## src/design/xpfa_pkg.sv

```systemverilog
// xpfa_pkg: types, codes and constants shared by the XY point frame arranger.
// No dependencies; every other design file imports it.

package xpfa_pkg;

    // Fixed field widths
    localparam int COORD_W = 16;
    localparam int FRAME_W = 16;
    localparam int POINT_W = 2 * COORD_W;

    // Defaults handed to the top level
    localparam int DEF_POINT_DEPTH = 1024;

    // Front queue between accept and execute
    localparam int QUEUE_DEPTH = 2;

    // APB register map
    localparam int APB_DATA_W = 32;
    localparam int APB_ADDR_W = 3;
    localparam logic REG_FRAME_SAMPLES = 1'b0;
    localparam logic REG_ARRANGE_MODE  = 1'b1;

    localparam logic [FRAME_W-1:0] FRAME_SAMPLES_RST = FRAME_W'(800);
    localparam logic               ARRANGE_MODE_RST  = 1'b0;

    // Arrange modes
    localparam logic MODE_STRETCH = 1'b0;
    localparam logic MODE_CYCLE   = 1'b1;

    typedef enum logic [1:0] {
        OP_LOAD  = 2'd0,
        OP_CLEAR = 2'd1,
        OP_EMIT  = 2'd2
    } op_t;

    typedef struct packed {
        op_t                       operation;
        logic signed [COORD_W-1:0] point_x;
        logic signed [COORD_W-1:0] point_y;
    } in_beat_t;

    typedef struct packed {
        logic signed [COORD_W-1:0] sample_x;
        logic signed [COORD_W-1:0] sample_y;
        logic                      frame_end;
    } out_beat_t;

    typedef enum logic [1:0] {
        ST_IDLE,
        ST_SCALE,
        ST_SEARCH,
        ST_EMIT
    } back_state_t;

endpackage

```

## src/design/xpfa_front.sv

```systemverilog
// xpfa_front: input accept, operation filter and a short command queue.
// Depends on xpfa_pkg.

module xpfa_front
    import xpfa_pkg::*;
(
    input  logic     clk,
    input  logic     rst_n,
    input  logic     in_valid,
    output logic     in_stall,
    input  in_beat_t in_data,
    output logic     q_valid,
    output in_beat_t q_data,
    input  logic     q_pop
);

    localparam int PTR_W  = (QUEUE_DEPTH > 1) ? $clog2(QUEUE_DEPTH) : 1;
    localparam int FILL_W = $clog2(QUEUE_DEPTH + 1);

    in_beat_t           slot_reg [QUEUE_DEPTH];
    logic [PTR_W-1:0]   wr_ptr_reg, wr_ptr_next;
    logic [PTR_W-1:0]   rd_ptr_reg, rd_ptr_next;
    logic [FILL_W-1:0]  fill_reg, fill_next;
    logic               is_cmd;
    logic               push;
    logic               pop;

    // unused operation code is swallowed here, never queued
    assign is_cmd   = in_data.operation inside {OP_LOAD, OP_CLEAR, OP_EMIT};
    assign in_stall = (fill_reg == FILL_W'(QUEUE_DEPTH));
    assign push     = in_valid && !in_stall && is_cmd;
    assign q_valid  = (fill_reg != '0);
    assign pop      = q_pop && q_valid;
    assign q_data   = slot_reg[rd_ptr_reg];

    always_comb
    begin
        wr_ptr_next = wr_ptr_reg;
        rd_ptr_next = rd_ptr_reg;
        fill_next   = fill_reg;
        if (push)
        begin
            wr_ptr_next = (wr_ptr_reg == PTR_W'(QUEUE_DEPTH - 1)) ? '0
                                                                   : wr_ptr_reg + PTR_W'(1);
        end
        if (pop)
        begin
            rd_ptr_next = (rd_ptr_reg == PTR_W'(QUEUE_DEPTH - 1)) ? '0
                                                                   : rd_ptr_reg + PTR_W'(1);
        end
        if (push && !pop)
        begin
            fill_next = fill_reg + FILL_W'(1);
        end
        else if (pop && !push)
        begin
            fill_next = fill_reg - FILL_W'(1);
        end
    end

    always_ff @(posedge clk or negedge rst_n)
    begin
        if (!rst_n)
        begin
            wr_ptr_reg <= '0;
            rd_ptr_reg <= '0;
            fill_reg   <= '0;
        end
        else
        begin
            wr_ptr_reg <= wr_ptr_next;
            rd_ptr_reg <= rd_ptr_next;
            fill_reg   <= fill_next;
        end
    end

    always_ff @(posedge clk)
    begin
        if (push)
        begin
            slot_reg[wr_ptr_reg] <= in_data;
        end
    end

endmodule

```

## config.mk

```make
export PLATFORM = sky130hd
export DESIGN_NAME = xpfa_front
export DESIGN_NICKNAME = d
export VERILOG_FILES = /design/src/design/xpfa_pkg.sv /design/src/design/xpfa_front.sv
export SDC_FILE = /design/constraint.sdc
export NUM_CORES = 1
export LEC_CHECK = 0
export BUFFER_PORTS_ARGS = -buffer_cell sky130_fd_sc_hd__clkbuf_2
export CORE_MARGIN = 2
export CORE_UTILIZATION = 45
export DETAILED_ROUTE_END_ITERATION = 10
export GPL_TIMING_DRIVEN = 0
export PLACE_DENSITY = 0.79
export SLEW_MARGIN = 20
export SYNTH_ARGS = -nofsm -noshare
export SYNTH_HDL_FRONTEND = slang
export SYNTH_SLANG_ARGS = --single-unit
```

## constraint.sdc

```tcl
create_clock -name clk -period 3.1 [get_ports clk]
set_input_delay 0.93 -clock clk [delete_from_list [all_inputs] [get_ports clk]]
set_output_delay 0.93 -clock clk [all_outputs]
set_load 0.005 [all_outputs]
```

* Yosys cells after proc, flatten, opt, wreduce, memory -nomap -nowiden *
Memories as Yosys holds them, arrays and structs flattened.
Cells that the tools add are included.

storage, ports and cells
  flip-flop bits (word level) = 4
  RAM bits = 68
  input bits = 38
  output and inout port bits = 36
  logic and storage cells = 29
  memories = 1

cells by class
  add/subtract/negate cells = 4
  equality and inequality tests = 3
  multiplexer cells = 6
  reduce and logical (&&, ||, !) cells = 12

memory list
  name      depth  bits a word  rd ports  clocked after Yosys merged registers in  wr ports  RTL line          RTL
  slot_reg  2      34           1         0                                        1         xpfa_front.sv:20  in_beat_t slot_reg [QUEUE_DEPTH];

operators with widths
  kind                                                                   number
  1-bit logical AND                                                      5
  2-bit equality test, second input constant                             2
  1-bit 2-to-1 mux                                                       4
  2-bit 2-to-1 mux                                                       2
  2-bit nonzero test                                                     2
  1-bit logical NOT                                                      3
  3-bit nonzero test                                                     1
  1-bit adder, second input constant                                     2
  2-bit by 1-bit adder with 2-bit output, second input constant          1
  2-bit by 1-bit equality test with 1-bit output, second input constant  1
  2-bit logical NOT                                                      1
  2-bit by 1-bit subtractor with 2-bit output, second input constant     1

* Longest topological paths before layout *
  word-level depth = 8
  depth in mapped cells = 7
  mapped depth without buffers = 7

* Least setup slack after synthesis *
Ideal clock, no wire load.

  kind = input -> register
  start point = input in_data[32] in the netlist's numbering
  end point = memory slot_reg[1][0] in the netlist's numbering (enable)
  setup time = 425 ps
  arrival = 2564 ps
  data required time = 2675 ps
  slack = 111 ps
  stages = 3
  buffers on the path = 0
  cells stage by stage = nand2_1 > nand3b_4 > nor2_1

on the way
  word-level cells in the longest chain between the ends = 5
  elaborated cells on any way between the ends = 7
  those cells by class = eq/ne: 2; mux: 2; reduce/logical: 3

RTL lines
  what                                                                    RTL line          RTL
  start, declared                                                         xpfa_front.sv:11  input in_beat_t in_data,
  2-bit by 1-bit equality test with 1-bit output (tied with other cells)  xpfa_front.sv:29  assign is_cmd = in_data.operation inside {OP_LOAD, OP_CLEAR, OP_EMIT};
  3-bit nonzero test (*)                                                  xpfa_front.sv:29
  1-bit logical AND (*)                                                   xpfa_front.sv:31  assign push = in_valid && !in_stall && is_cmd;
  1-bit 2-to-1 mux (*)                                                    xpfa_front.sv:79  if (push)
  1-bit 2-to-1 mux (not written as such) (*)                              xpfa_front.sv:81  slot_reg[wr_ptr_reg] <= in_data;
  end, declared                                                           xpfa_front.sv:20

Every way passes the cells marked *; elsewhere a longest branch is shown, timed or not.

==> results.md <==
- Status: complete, no violations
- Initial core utilization: 47.2%
- Buf/Inv on CP: 3
- Vias: 1366
- Global route overflow: 0
- Drt drc: 0
- # rows: 28
- Reg-to-Reg Start: fill_reg[1]
- Startpoint Class: flip-flop
- Max cap viols: 0
- RSZ-0062 raised after global routing: false
- Cell Int Power: 2260 µW
- Layout Cells excl Fill: 292
- Leak: 0.00145 µW
- Yosys reg bits: 72
- Fillers: 462
- Via-to-Cell Ratio: 4.68
- CP Depth: 4
- Top cells by area, synth: edfxtp_1 (72%), mux2_4 (15%), dfrtp_1 (3.5%)
- Min Tclk post-route: 2.34 ns
- TritonCTS Buffers: 9
- Routed WL: 4390 µm
- Worst Tran Pin Value: 0.606 ns
- Netlist Area Pre-Place: 0.00283 mm²
- CP Class: reg -> out
- Final Hold Viols: 0
- Crit-path max cell delay: 0.37 ns
- P_sw: 810 µW
- H-tree depth: 3
- Area Growth Syn to Fin: 25.1%
- Synth top area share: 72.3%
- Synthesis warning total: 0
- Die height: 83.2 µm
- Vias in the first global route: 1554
- WL/cell: 15.0 µm
- CTS resizes: 0
- F_max: 427 MHz
- Final setup viols: 0
- Drt first pass iters: 4
- Multi-input gate area: 619 µm²
- Mean Syn Cell Area: 22.4 µm²
- Part of the power in registers: 43.8%
- Iter 0 DRT Violations: 46
- Worst-path cell chain: buf_6 -> buf_12 -> mux2_4 -> clkbuf_2
- Reg2Reg Depth: 4
- Num Clock Sinks: 72
- First-pass GRT wire length: 6950 µm
- All-Layer GR Usage: 13.1%
- Setup_tns: 0 ns
- Hold crit path type: in -> async
- Max reg flops: 68
- Post-CTS Hold Buffers: 0
- ANT cells: 0
- Final nets: 251
- Sequential cell area: 0.00214 mm²
- Dpl ws: 0.771 ns
- CTS max path bufs: 2
- Worst-path clk slew: 0.07 ns
- Crit-path max FO: 10
- Syn Inst Count: 126
- Largest net degree at the start of global routing: 19
- Hold WS: 0.395 ns
- Sw Share: 26.4%
- Worst path required time: 2.17 ns
- Clock Skews: 0.00789 ns
- Crit path max-delay cell type: dfrtp_1
- Share of the yosys chip area belonging to registers: 75.8%
- Io pins: 74
- Setup crit end kind: output pin
- Netlist cell types: 16
- Syn nets: 165
- # port buffers: 73
- Initial antenna violation count: 0
- Slew headroom: 59.5%
- Yosys top cell by area: edfxtp_1
- Share of cells above drive strength 1: 59.9%
- Largest delay share family, worst path: buffers and inverters
- Detailed placer's ending HPWL: 3120 µm
- Worst setup startpoint: rd_ptr_reg
- Final slew viol count: 0
- Die Wd: 83.2 µm
- Skew-Pair Late Insertion Delay: 0.32 ns
- Clock root buffer: clkbuf_8
- Total power: 3070 µW
- Worst setup margin: 0.761 ns
- Die area: 0.00693 mm²
- Fin crit share: 75.5%
- Maximum vdd ir drop: 529 µV
- CTS tree: yes
- Comb power frac: 34.2%
- Setup bufs post-CTS: 0
- Clock power frac: 22.0%
- Routed Antenna Nets: 0
- WP data arrival: 1.41 ns
- PD cells: 868 mW/mm²
- Area of the core: 0.00599 mm²
- DP Cell Count: 276
- GPL Wtd Cong: 0.680
[worst paths after layout]
path	slack [ns]	end
min in group clk	0.48	fill_reg[1]
hold reg to reg	0.48	fill_reg[1]
setup reg to reg	1.32	slot_reg[1][25]
max in group asynchronous	2.57	rd_ptr_reg
setup / recovery	0.76	q_data[28]
hold / removal	0.40	fill_reg[1]
[power by group through the flow]
stage	sequential [µW]	clock, µW	combinational [µW]
4_1_cts	1350	694	1070
2_1_floorplan	1350	0	706
3_3_place_gp	1360	0	1000
5_1_grt	1360	732	1130
3_5_place_dp	1370	0	1070
6_report	1340	673	1050
[routing by layer]
metal  wire (µm)  vias up  global-route usage (%)  part of all wire [%]
met3         225        5                    3.68                   5.1
met1        1790      659                    14.3                    41
met5           0        -                       0                     0
met2        2340       44                    23.8                    53
li1            -      658                       -                     -
met4          34        0                    5.37                  0.77
[kinds of logic (layout without fill, tap and decap cells)]
family | Yosys count | after routing | share of synthesized area (%)
and+or+nand+nor | 8 | 8 | 1.99
buffers and inverters | 6 | 97 | 2.79
muxes | 34 | 34 | 17.4
adders and majority gates | 1 | 1 | 0.443
DFF | 72 | 72 | 75.8
xor gates and xnor gates | 5 | 5 | 1.55
[Yosys cell counts]
master,instances
xor2_1,2
or2_1,1
xnor2_1,3
nand3b_4,1
nor2b_2,1
mux2_4,29
nand2_1,1
buf_6,1
nor2_1,3
dfrtp_1,4
ha_1,1
buf_12,3
nand2_2,1
mux2_2,5
inv_1,2
edfxtp_1,68
[area by class of cell]
type,instances,area share [%]
well taps,75,2.66
plain buffers,4,2.02
flip-flops and latches,72,60.6
repair buffers,75,11.9
multi-input cells,48,17.5
inverters,2,0.212
clock inverters,5,1.35
clock buffers,11,3.72
[placed cells by master (no fill, tap or decap)]
cell type and n:
buf_16 2, buf_12 3, mux2_2 5, clkinv_2 2
clkbuf_8 9, xor2_1 2, edfxtp_1 68, nor2b_2 1
nand3b_4 1, clkinv_1 2, ha_1 1, xnor2_1 3
clkbuf_1 2, nor2_4 2, nand2_2 1, bufinv_16 1
nand2_1 1, dfrtp_1 4, nor2_1 1, buf_6 1
or2_1 1, clkbuf_2 73, mux2_4 29, inv_1 2
[through the flow]
stage	util (%)	area, µm²
final	59.0	3530
after global routing	59.0	3530
after CTS	59.0	3530
after detailed placement	56.0	3350
after global placement	54.8	3280
after floorplan	-	2830
Power figures use the tool's default switching activity.
